--- config.mk ---
export PLATFORM = sky130hd
export DESIGN_NAME = stream_byte_reassembler_unit
export DESIGN_NICKNAME = d
export VERILOG_FILES = /design/src/hdl/sbr_pkg.sv /design/src/hdl/sbr_front.sv /design/src/hdl/sbr_cmd_queue.sv /design/src/hdl/sbr_back.sv /design/src/hdl/stream_byte_reassembler_unit.sv
export SDC_FILE = /design/constraint.sdc
export NUM_CORES = 2
export LEC_CHECK = 0
export BUFFER_PORTS_ARGS = -buffer_cell sky130_fd_sc_hd__buf_2
export CAP_MARGIN = 20
export CORE_ASPECT_RATIO = 1.5
export CORE_UTILIZATION = 35
export CTS_BUF_LIST = sky130_fd_sc_hd__clkbuf_2
export DETAILED_ROUTE_END_ITERATION = 16
export PLACE_DENSITY_LB_ADDON = 0.2
export SYNTH_ARGS = -nofsm -noshare
export SYNTH_HDL_FRONTEND = slang
export SYNTH_SLANG_ARGS = --single-unit
--- constraint.sdc ---
create_clock -name clk -period 6.2 [get_ports clk]
set_input_delay 0.31 -clock clk [delete_from_list [all_inputs] [get_ports clk]]
set_output_delay 0.31 -clock clk [all_outputs]
set_load 0.01 [all_outputs]
--- src/hdl/sbr_pkg.sv ---
// Shared types and constants for the stream byte reassembler.
// No dependencies; imported by the front, queue, back and top-level modules.
package sbr_pkg;

    localparam int POS_W  = 64;
    localparam int SLOT_W = 6;   // wide enough for a window of up to 64 entries
    localparam int CNT_W  = 7;

    typedef logic [POS_W-1:0]  pos_t;
    typedef logic [SLOT_W-1:0] slot_t;
    typedef logic [CNT_W-1:0]  cnt_t;

    // one command from the front part to the back part
    typedef struct packed {
        logic        do_store;
        slot_t       slot;
        logic [7:0]  data;
        logic        is_flush;
        logic        fin;
        pos_t        end_pos;
    } cmd_t;

    // state of the back part that the front needs for classification
    typedef struct packed {
        pos_t  next_position;
        slot_t next_slot;
        logic  flush_done;
    } back_status_t;

    typedef enum logic [2:0] {
        B_IDLE,
        B_COUNT,
        B_FINAL,
        B_READ,
        B_LOAD
    } back_state_t;

endpackage

--- src/hdl/sbr_front.sv ---
// Front part: accepts items, latches the window edge and classifies each byte.
// Depends on sbr_pkg.
module sbr_front
    import sbr_pkg::*;
#(
    parameter int WINDOW = 64
)
(
    input  logic         clk,
    input  logic         rst_n,
    input  logic         push,
    output logic         full,
    input  pos_t         byte_position,
    input  logic [7:0]   byte_value,
    input  logic         has_byte,
    input  logic         segment_end,
    input  logic         final_segment,
    input  cnt_t         space_free,
    input  back_status_t bstat,
    input  logic         q_full,
    output logic         q_push,
    output cmd_t         q_cmd
);

    logic       inside_reg, inside_next;
    logic       busy_reg, busy_next;
    pos_t       edge_reg, edge_next;
    cnt_t       cap;
    logic [POS_W:0] sum;
    pos_t       edge_first, edge_use, diff;
    logic [SLOT_W:0] slot_sum, slot_fix;
    logic       in_win, accept;

    // a pending flush moves next_position, so hold the input until it is done
    assign full   = q_full || busy_reg;
    assign accept = push && !full;

    always_comb
    begin
        cap        = (space_free > CNT_W'(WINDOW)) ? CNT_W'(WINDOW) : space_free;
        sum        = {1'b0, bstat.next_position} + (POS_W+1)'(cap);
        edge_first = sum[POS_W] ? '1 : sum[POS_W-1:0];
        edge_use   = inside_reg ? edge_reg : edge_first;
        in_win     = has_byte && (byte_position >= bstat.next_position)
                     && (byte_position < edge_use);
        diff       = byte_position - bstat.next_position;
        slot_sum   = {1'b0, bstat.next_slot} + (SLOT_W+1)'(diff[CNT_W-1:0]);
        slot_fix   = (slot_sum >= (SLOT_W+1)'(WINDOW)) ?
                     slot_sum - (SLOT_W+1)'(WINDOW) : slot_sum;
    end

    always_comb
    begin
        q_push         = accept;
        q_cmd.do_store = in_win;
        q_cmd.slot     = slot_fix[SLOT_W-1:0];
        q_cmd.data     = byte_value;
        q_cmd.is_flush = segment_end;
        q_cmd.fin      = final_segment;
        q_cmd.end_pos  = has_byte ? byte_position + POS_W'(1) : byte_position;
    end

    always_comb
    begin
        inside_next = inside_reg;
        edge_next   = edge_reg;
        busy_next   = busy_reg;
        if (bstat.flush_done)
        begin
            busy_next = 1'b0;
        end
        if (accept)
        begin
            edge_next   = edge_use;
            inside_next = !segment_end;
            if (segment_end)
            begin
                busy_next = 1'b1;
            end
        end
    end

    always_ff @(posedge clk or negedge rst_n)
    begin
        if (!rst_n)
        begin
            inside_reg <= 1'b0;
            busy_reg   <= 1'b0;
            edge_reg   <= '0;
        end
        else
        begin
            inside_reg <= inside_next;
            busy_reg   <= busy_next;
            edge_reg   <= edge_next;
        end
    end

endmodule

--- src/hdl/sbr_cmd_queue.sv ---
// Two-entry command queue between the front and back parts.
// Depends on sbr_pkg.
module sbr_cmd_queue
    import sbr_pkg::*;
(
    input  logic clk,
    input  logic rst_n,
    input  logic wr_en,
    input  cmd_t wr_cmd,
    output logic q_full,
    input  logic rd_en,
    output cmd_t rd_cmd,
    output logic q_empty
);

    cmd_t       mem_reg [2];
    logic       wptr_reg, rptr_reg;
    logic [1:0] cnt_reg;

    assign q_full  = (cnt_reg == 2'd2);
    assign q_empty = (cnt_reg == 2'd0);
    assign rd_cmd  = mem_reg[rptr_reg];

    always_ff @(posedge clk)
    begin
        if (wr_en)
        begin
            mem_reg[wptr_reg] <= wr_cmd;
        end
    end

    always_ff @(posedge clk or negedge rst_n)
    begin
        if (!rst_n)
        begin
            wptr_reg <= 1'b0;
            rptr_reg <= 1'b0;
            cnt_reg  <= '0;
        end
        else
        begin
            if (wr_en)
            begin
                wptr_reg <= !wptr_reg;
            end
            if (rd_en)
            begin
                rptr_reg <= !rptr_reg;
            end
            cnt_reg <= cnt_reg + 2'(wr_en) - 2'(rd_en);
        end
    end

endmodule

--- src/hdl/sbr_back.sv ---
// Back part: ring buffer with valid marks, flush walker and output register.
// Depends on sbr_pkg.
module sbr_back
    import sbr_pkg::*;
#(
    parameter int WINDOW = 64
)
(
    input  logic         clk,
    input  logic         rst_n,
    input  cmd_t         cmd,
    input  logic         q_empty,
    output logic         q_pop,
    output back_status_t bstat,
    output logic         empty,
    input  logic         pop,
    output logic [7:0]   out_byte,
    output logic         out_valid,
    output logic         run_last,
    output logic         stream_closed,
    output cnt_t         pending_bytes
);

    localparam int SW = $clog2(WINDOW);

    back_state_t state_reg, state_next;

    logic [7:0]  ring_data [WINDOW];
    logic [7:0]  rd_data_reg;
    logic        valid_reg [WINDOW];

    pos_t  next_pos_reg, scan_pos_reg, end_pos_reg, cmd_end_reg;
    slot_t next_slot_reg, scan_slot_reg;
    cnt_t  cnt_reg, rem_reg, held_reg, pend_reg;
    logic  end_known_reg, closed_reg, fin_reg, done_reg;

    logic  out_full_reg;
    logic [7:0] ob_reg;
    logic  ov_reg, ol_reg, oc_reg;
    cnt_t  op_reg;

    logic  load_ok, scan_go;
    logic  ek_new;
    pos_t  ep_new;

    function automatic slot_t slot_inc(pos_t p, slot_t s);
        // slot follows position mod WINDOW, including the wrap at 2^64
        if (p == '1)
            return '0;
        else if (s == SLOT_W'(WINDOW - 1))
            return '0;
        else
            return s + SLOT_W'(1);
    endfunction

    assign load_ok = !out_full_reg || pop;
    assign scan_go = valid_reg[scan_slot_reg[SW-1:0]] && (cnt_reg < CNT_W'(WINDOW));
    assign ek_new  = end_known_reg || fin_reg;
    assign ep_new  = fin_reg ? cmd_end_reg : end_pos_reg;

    assign bstat.next_position = next_pos_reg;
    assign bstat.next_slot     = next_slot_reg;
    assign bstat.flush_done    = done_reg;

    assign empty         = !out_full_reg;
    assign out_byte      = ob_reg;
    assign out_valid     = ov_reg;
    assign run_last      = ol_reg;
    assign stream_closed = oc_reg;
    assign pending_bytes = op_reg;

    always_comb
    begin
        state_next = state_reg;
        case (state_reg)
            B_IDLE:
            begin
                if (!q_empty && cmd.is_flush)
                    state_next = B_COUNT;
            end
            B_COUNT:
            begin
                if (!scan_go)
                    state_next = B_FINAL;
            end
            B_FINAL:
            begin
                state_next = (cnt_reg == '0) ? B_LOAD : B_READ;
            end
            B_READ:
            begin
                state_next = B_LOAD;
            end
            B_LOAD:
            begin
                if (load_ok)
                    state_next = (rem_reg == '0) ? B_IDLE : B_READ;
            end
            default:
            begin
                state_next = B_IDLE;
            end
        endcase
    end

    always_comb
    begin
        q_pop = (state_reg == B_IDLE) && !q_empty;
    end

    // ring data memory
    always_ff @(posedge clk)
    begin
        if (q_pop && cmd.do_store)
        begin
            ring_data[cmd.slot[SW-1:0]] <= cmd.data;
        end
        if (state_reg == B_READ)
        begin
            rd_data_reg <= ring_data[next_slot_reg[SW-1:0]];
        end
    end

    always_ff @(posedge clk or negedge rst_n)
    begin
        if (!rst_n)
        begin
            state_reg     <= B_IDLE;
            for (int i = 0; i < WINDOW; i++)
                valid_reg[i] <= 1'b0;
            next_pos_reg  <= '0;
            next_slot_reg <= '0;
            scan_pos_reg  <= '0;
            scan_slot_reg <= '0;
            end_pos_reg   <= '0;
            cmd_end_reg   <= '0;
            end_known_reg <= 1'b0;
            closed_reg    <= 1'b0;
            fin_reg       <= 1'b0;
            done_reg      <= 1'b0;
            cnt_reg       <= '0;
            rem_reg       <= '0;
            held_reg      <= '0;
            pend_reg      <= '0;
            out_full_reg  <= 1'b0;
            ob_reg        <= '0;
            ov_reg        <= 1'b0;
            ol_reg        <= 1'b0;
            oc_reg        <= 1'b0;
            op_reg        <= '0;
        end
        else
        begin
            state_reg <= state_next;
            done_reg  <= 1'b0;
            if (pop && out_full_reg)
                out_full_reg <= 1'b0;
            case (state_reg)
                B_IDLE:
                begin
                    if (q_pop)
                    begin
                        if (cmd.do_store && !valid_reg[cmd.slot[SW-1:0]])
                        begin
                            valid_reg[cmd.slot[SW-1:0]] <= 1'b1;
                            held_reg <= held_reg + CNT_W'(1);
                        end
                        fin_reg       <= cmd.fin;
                        cmd_end_reg   <= cmd.end_pos;
                        scan_pos_reg  <= next_pos_reg;
                        scan_slot_reg <= next_slot_reg;
                        cnt_reg       <= '0;
                    end
                end
                B_COUNT:
                begin
                    if (scan_go)
                    begin
                        cnt_reg       <= cnt_reg + CNT_W'(1);
                        scan_pos_reg  <= scan_pos_reg + POS_W'(1);
                        scan_slot_reg <= slot_inc(scan_pos_reg, scan_slot_reg);
                    end
                end
                B_FINAL:
                begin
                    end_known_reg <= ek_new;
                    end_pos_reg   <= ep_new;
                    closed_reg    <= closed_reg || (ek_new && scan_pos_reg == ep_new);
                    pend_reg      <= held_reg - cnt_reg;
                    rem_reg       <= cnt_reg;
                end
                B_READ:
                begin
                    valid_reg[next_slot_reg[SW-1:0]] <= 1'b0;
                    next_pos_reg  <= next_pos_reg + POS_W'(1);
                    next_slot_reg <= slot_inc(next_pos_reg, next_slot_reg);
                    if (held_reg != '0)
                        held_reg <= held_reg - CNT_W'(1);
                    rem_reg <= rem_reg - CNT_W'(1);
                end
                B_LOAD:
                begin
                    if (load_ok)
                    begin
                        out_full_reg <= 1'b1;
                        ob_reg <= (cnt_reg == '0) ? 8'd0 : rd_data_reg;
                        ov_reg <= (cnt_reg != '0);
                        ol_reg <= (rem_reg == '0);
                        oc_reg <= closed_reg;
                        op_reg <= pend_reg;
                        if (rem_reg == '0)
                            done_reg <= 1'b1;
                    end
                end
                default:
                begin
                end
            endcase
        end
    end

endmodule

--- src/hdl/stream_byte_reassembler_unit.sv ---
// Stream byte reassembler, top level: front classifier, command queue and back part.
// Depends on sbr_pkg, sbr_front, sbr_cmd_queue and sbr_back.
//
// Takes one stream byte per item, tagged with its position, and on each segment end
// delivers every in-order byte then available, each result carrying the closed flag and
// pending count after that flush (a single status-only result if none is ready). A
// byte item is taken whenever full is low. A segment end holds off the next item while
// the flush walker runs: it scans the valid marks once, one slot a cycle, and then
// reads each byte of the run from the ring memory into the output register, waiting
// on pop while that register is full. New items are held off (full) from a segment
// end until its flush is complete.
module stream_byte_reassembler_unit
    import sbr_pkg::*;
#(
    parameter int WINDOW = 64
)
(
    input  logic        clk,
    input  logic        rst_n,
    input  logic        push,
    output logic        full,
    input  logic [63:0] byte_position,
    input  logic [7:0]  byte_value,
    input  logic        has_byte,
    input  logic        segment_end,
    input  logic        final_segment,
    input  logic [6:0]  space_free,
    output logic        empty,
    input  logic        pop,
    output logic [7:0]  out_byte,
    output logic        out_valid,
    output logic        run_last,
    output logic        stream_closed,
    output logic [6:0]  pending_bytes
);

    back_status_t bstat;
    cmd_t         f_cmd, b_cmd;
    logic         q_push, q_full, q_pop, q_empty;

    sbr_front #(.WINDOW(WINDOW)) u_front
    (
        .clk           (clk),
        .rst_n         (rst_n),
        .push          (push),
        .full          (full),
        .byte_position (byte_position),
        .byte_value    (byte_value),
        .has_byte      (has_byte),
        .segment_end   (segment_end),
        .final_segment (final_segment),
        .space_free    (space_free),
        .bstat         (bstat),
        .q_full        (q_full),
        .q_push        (q_push),
        .q_cmd         (f_cmd)
    );

    sbr_cmd_queue u_queue
    (
        .clk     (clk),
        .rst_n   (rst_n),
        .wr_en   (q_push),
        .wr_cmd  (f_cmd),
        .q_full  (q_full),
        .rd_en   (q_pop),
        .rd_cmd  (b_cmd),
        .q_empty (q_empty)
    );

    sbr_back #(.WINDOW(WINDOW)) u_back
    (
        .clk           (clk),
        .rst_n         (rst_n),
        .cmd           (b_cmd),
        .q_empty       (q_empty),
        .q_pop         (q_pop),
        .bstat         (bstat),
        .empty         (empty),
        .pop           (pop),
        .out_byte      (out_byte),
        .out_valid     (out_valid),
        .run_last      (run_last),
        .stream_closed (stream_closed),
        .pending_bytes (pending_bytes)
    );

endmodule

== After elaboration in Yosys (flattened, before gate mapping) ==
Memories as Yosys holds them, arrays and structs flattened. A register that Yosys moved wholly into a read port is not among the register bits.
Cells that the tools add are included.

* Add/subtract/negate cells: 16
* Multipliers: 0
* Div/mod/pow operators: 0
* $lt $le $gt $ge: 10
* Eq/ne operators: 17
* Shift operators: 0
* Mux-type cells: 57
* Bitwise gates (word level): 6
* Reductions and logical operators: 38

{| class="wikitable"
|+ Operators by type and width
! kind !! count
|-
| $mux 64 || 8
|-
| $pmux 64 s2 || 2
|-
| $add 64x1->64 const B || 3
|-
| $eq 64x64->1 const B || 2
|-
| $add 64x7->65 || 1
|-
| $and 64x64->64 || 1
|-
| $eq 64x64->1 || 1
|-
| $ge 64x64->1 || 1
|-
| $lt 64x64->1 || 1
|-
| $not 64->64 || 1
|-
| $or 64x64->64 || 1
|-
| $mux 6 || 7
|-
| $mux 7 || 6
|-
| $pmux 7 s2 || 3
|-
| $ge 7x7->1 const B || 4
|-
| $not 6->7 || 3
|-
| $mux 1 || 19
|-
| $pmux 3 s5 || 1
|-
| $add 7x1->7 const B || 2
|-
| $logic_not 7->1 || 2
|-
| $lt 7x1->1 const B || 2
|-
| $reduce_bool 7->1 || 2
|-
| $sub 7x1->7 const B || 2
|-
| $sub 7x7->7 || 2
|-
| other kinds (29) || 67
|}

* Register bits: 456
* Bits in latches: 0
* RAM bits: 674
* Bits in read-only memories: 0
* Bits of input ports: 86
* Logic and storage cells: 237
* Memories: 2

{| class="wikitable"
|+ Memories
! memory !! words !! width !! rd ports !! clocked after memory_dff !! wr ports !! line !! RTL
|-
| u_back.ring_data || 64 || 8 || 1 || 1 || 1 || sbr_back.sv:28 || <nowiki>logic [7:0] ring_data [WINDOW];</nowiki>
|-
| u_queue.mem_reg || 2 || 81 || 1 || 0 || 1 || sbr_cmd_queue.sv:16 || <nowiki>cmd_t mem_reg [2];</nowiki>
|}

== Depth between registers and ports, before layout ==
An unclocked memory read counts as a cell.

* Depth in word-level cells: 10
* Gate-level depth with buffers: 21
* Mapped depth without buffers: 20

== Hierarchy ==
From an unflattened synthesis, not the netlist that was laid out.

* Cell total of the unflattened synthesis: 4391
* Area total of the unflattened synthesis: 54657.4 um^2

{| class="wikitable"
|+ By module, submodules not included
! module !! instances !! cells an instance !! area each (um^2) !! seq. area each (um^2)
|-
| sbr_back || 1 || 2991 || 39036.2 || 25274.2
|-
| sbr_front || 1 || 1133 || 9180.1 || 1651.6
|-
| sbr_cmd_queue || 1 || 267 || 6441.2 || 4964.8
|}

== Worst setup path before layout ==
OpenSTA, ideal clock, no wires.

* Kind: reg2reg
* From: register u_queue.cnt_reg[1]
* To: memory u_queue.mem_reg[0][0] (netlist name) (enable)
* Setup time: 521 ps
* Arrival time: 4532 ps
* Data required time: 5679 ps
* Setup slack: 1147 ps
* Cell stages (with the launch flop): 6
* Clock period less this slack: 5053 ps
* Path through: dfrtp_1 -> a21oi_1 -> nand2_1 -> clkbuf_1 -> clkbuf_1 -> nor2_1

* Cells in the longest elaborated chain, start to end: 6

{| class="wikitable"
|+ Ends and longest elaborated chain
! element !! line !! RTL
|-
| start: declaration || sbr_cmd_queue.sv:18 || <nowiki>logic [1:0] cnt_reg;</nowiki>
|-
| start signal: assignment || sbr_cmd_queue.sv:50 || <nowiki>cnt_reg <= cnt_reg + 2'(wr_en) - 2'(rd_en);</nowiki>
|-
| $eq 2x2->1 || sbr_cmd_queue.sv:20 || <nowiki>assign q_full = (cnt_reg == 2'd2);</nowiki>
|-
| $logic_or 1x1->1 || sbr_front.sv:35 || <nowiki>assign full = q_full || busy_reg;</nowiki>
|-
| $logic_not 1->1 || sbr_front.sv:36 || <nowiki>assign accept = push && !full;</nowiki>
|-
| $logic_and 1x1->1 || sbr_front.sv:36 ||
|-
| $mux 1 || sbr_cmd_queue.sv:26 || <nowiki>if (wr_en)</nowiki>
|-
| $mux 1 (implied by the code) || sbr_cmd_queue.sv:28 || <nowiki>mem_reg[wptr_reg] <= wr_cmd;</nowiki>
|-
| end: declaration || sbr_cmd_queue.sv:16 ||
|}

No other way between the ends.

==> qor.yml <==
outcome:
  outcome: "finished, final reports clean"
logic_synthesis:
  synth.cell_area_um2: 53600
  synth_edf_count: 682
  synth_top_cell_by_area: "edfxtp_1"
  synth_cell_types: 92
  syn_inst: 4413
  synthArstFlopShare_pct: 40.1
  synthTopCellsByArea: "edfxtp_1 (38%), dfrtp_1 (21%), ha_1 (3.8%)"
  seq_area_frac_synth_pct: 59.5
  syn_area_per_cell_um2: 12.2
  syn-num-nets: 4668
  ys_warn_count: 0
  synth-seq-cells: 1138
  post-synth-top-area-fraction_pct: 38.2
  synth_flop_cell: "edfxtp_1"
routing:
  wl_per_cell_um: 27.1
  drc: 0
  dr.pass1.iters: 7
  ant_nets: 0
  routed_wl_um: 195000
  drt_iter0_drc: 2943
  num_vias: 40100
  vias_per_cell: 5.58
pwr:
  leakage_nw: 23.0
  finalPower_mw: 24.9
  ir_worst_vdd_v: 0.000329
  powerDensity_nw_per_um2: 402
cts:
  cts_buffers: 305
  htreeDepth: 5
  cts_setup_buffers: 0
  clock_path_buffers: 4
  worstSkewPairLatency_ns: 1.74
  cts.sinks: 1138
  clkTransAtPathRegs_ns: 0.10
  cts_tree: "yes"
  ctsHoldBuffers: 267
  cts_resized: 0
  clock-root-buffer: "clkbuf_2"
timing:
  period_needed_ns: 5.95
  final_hold_viol_count: 0
  post-route-period-util_pct: 95.9
  rsz0062_at_grt: "no"
  max_freq_ghz: 0.168
  setup_viol: 0
  fin_worst_skew_ns: 0.187
  worst_slew_pin_slew_ns: 1.21
  whs_ns: 0.222
  report.final.slew_viol_count: 0
  max-slew-margin-rel_pct: 18.7
  tns_ns: 0
finish:
  layout_commonest_cell: "edfxtp_1"
  fin_nets: 5190
  fillerInstances: 14900
  fin_util_pct: 40.8
  mostFrequentLayoutCells: "edfxtp_1 (682), dfrtp_1 (454), clkbuf_2 (440)"
  drive_gt1_share_pct: 15.5
  layout-area-overhead-vs-synth_pct: 15.5
  largest_reg_flops: 512
min_path:
  hp-class: "input pin to flop"
place:
  io_buffers: 105
  dpl.hpwl_um: 134000
  place.gp.congestion: 0.938
critical_path:
  worst_setup_path_start_kind: "input pin"
  r2r_setup_slack_ns: 0.55
  cp.arrival_ns: 7.42
  critical_path.max_fanout: 5
  crit_type: "input pin to flop"
  worstPathRequired_ns: 7.67
  endpoint_kind: "flop"
grt:
  antenna_found_initial: 14
  grt_pass1_wl_um: 282000
  grt_start_max_net_pins: 161
  grt_pass1_vias: 41400
  overflow: 0
  grt_usage_pct: 25.1
floorplan:
  core_um2: 152000
  io_pins: 106
  start_util_pct: 35.3
  chipHeight_um: 481
  dieArea_um2: 155000
  num_rows: 175
  chipWidth_um: 322
job:
  cap_violations: 0
[area by class of cell]
cell class	instances	area (um^2)	share of cell area [%]
clock inverters	76	373	0.602
diodes	5	12.5	0.0202
multi-input cells	2888	20300	32.8
flip-flops and latches	1138	31900	51.5
clock buffers	440	2200	3.56
well taps	2035	2550	4.11
inverters	142	533	0.861
repair buffers	460	4060	6.55
[worst max-delay path, stage by stage]
cell and delay [ns]:
dlygate4sd3_1 0.53, dlygate4sd3_1 0.55, buf_2 0.37, dlygate4sd3_1 0.89, nand3_1 0.22, nor3_1 0.22, dlygate4sd3_1 0.57, buf_4 0.17
nand2b_1 0.08, nor3_1 0.15, dlygate4sd3_1 0.58, buf_4 0.15, nand3_1 0.23, nor2_1 0.42, nand4_1 0.14, dlygate4sd3_1 0.58
xnor2_1 0.12, dlygate4sd3_1 0.54, dlygate4sd3_1 0.57
[stage by stage]
step | worst slack [ns] | area (um^2) | cells
floorplan | 1.15 | 53600 | 4413
global placement | 0.607 | 56600 | 6392
detailed placement | 0.512 | 56600 | 6395
CTS | 0.585 | 61900 | 7178
global route | 0.136 | 61900 | 7181
finish | 0.254 | 61900 | 7184
[where the power goes]
part           switching, mW  leakage, nW  internal [mW]
Sequential              1.25         12.0           9.61
Clock                   3.20         2.01           2.01
Combinational           5.59         8.94           3.25
[worst paths after layout]
path | end | cells past startpoint | startpoint
min in group asynchronous | u_front.edge_reg[54]$_DFFE_PN0P_ | 5 | rst_n
max in group asynchronous | u_back.valid_reg[60]$_DFFE_PN0P_ | 6 | rst_n
max reg2reg | u_queue.mem_reg[0][80]$_DFFE_PP_ | 19 | u_back.next_pos_reg[0]$_DFFE_PN0P_
max | u_queue.mem_reg[1][41]$_DFFE_PP_ | 19 | byte_position[0]
min | u_front.edge_reg[5]$_DFFE_PN0P_ | 7 | space_free[5]
min reg2reg | u_back.pending_bytes[1]$_DFFE_PN0P_ | 1 | u_back.pend_reg[1]$_DFFE_PN0N_
[layer usage]
layer,up-vias,share of wire (%),GRT usage [%]
met5,-,0.041,0
met4,12,7.8,18.7
met3,494,4.9,4.33
met2,1346,51,44.3
met1,20300,36,26.8
li1,18000,-,-
[synth_stat cells (all sizes together) (11+ instances only)]
| master | number |
|---|---|
| nor2b | 23 |
| buf | 68 |
| a22o | 47 |
| nand2b | 23 |
| nor4 | 47 |
| nor3b | 11 |
| nor2 | 218 |
| and2 | 16 |
| or3 | 16 |
| o22ai | 90 |
| a221oi | 42 |
| mux2i | 171 |
| nand4 | 96 |
| a21oi | 157 |
| nor3 | 71 |
| a22oi | 190 |
| mux4 | 13 |
| mux2 | 83 |
| o311ai | 14 |
| and3 | 30 |
| xnor2 | 189 |
| edfxtp | 682 |
| o31ai | 11 |
| a31oi | 40 |
| nand3 | 137 |
| and4 | 22 |
| xor2 | 75 |
| o211ai | 19 |
| dfrtp | 456 |
| o21a | 13 |
| nand2 | 313 |
| o32a | 51 |
| ha | 161 |
| a21o | 44 |
| clkbuf | 177 |
| a41oi | 21 |
| o21ai | 317 |
| inv | 140 |
[kinds of logic (layout without fill, tap and decap cells)]
group,after synthesis,after routing,share of synthesized area (%)
xor+xnor,264,264,4.31
fa+ha+maj,169,169,4.05
compound gates,1127,1127,14.0
flops,1138,1138,59.5
simple gates,1061,1061,9.73
other cells,0,5,0
mux,267,267,5.53
buf+inv,387,1118,2.88
Note: power is estimated with default switching activity, not from simulation.
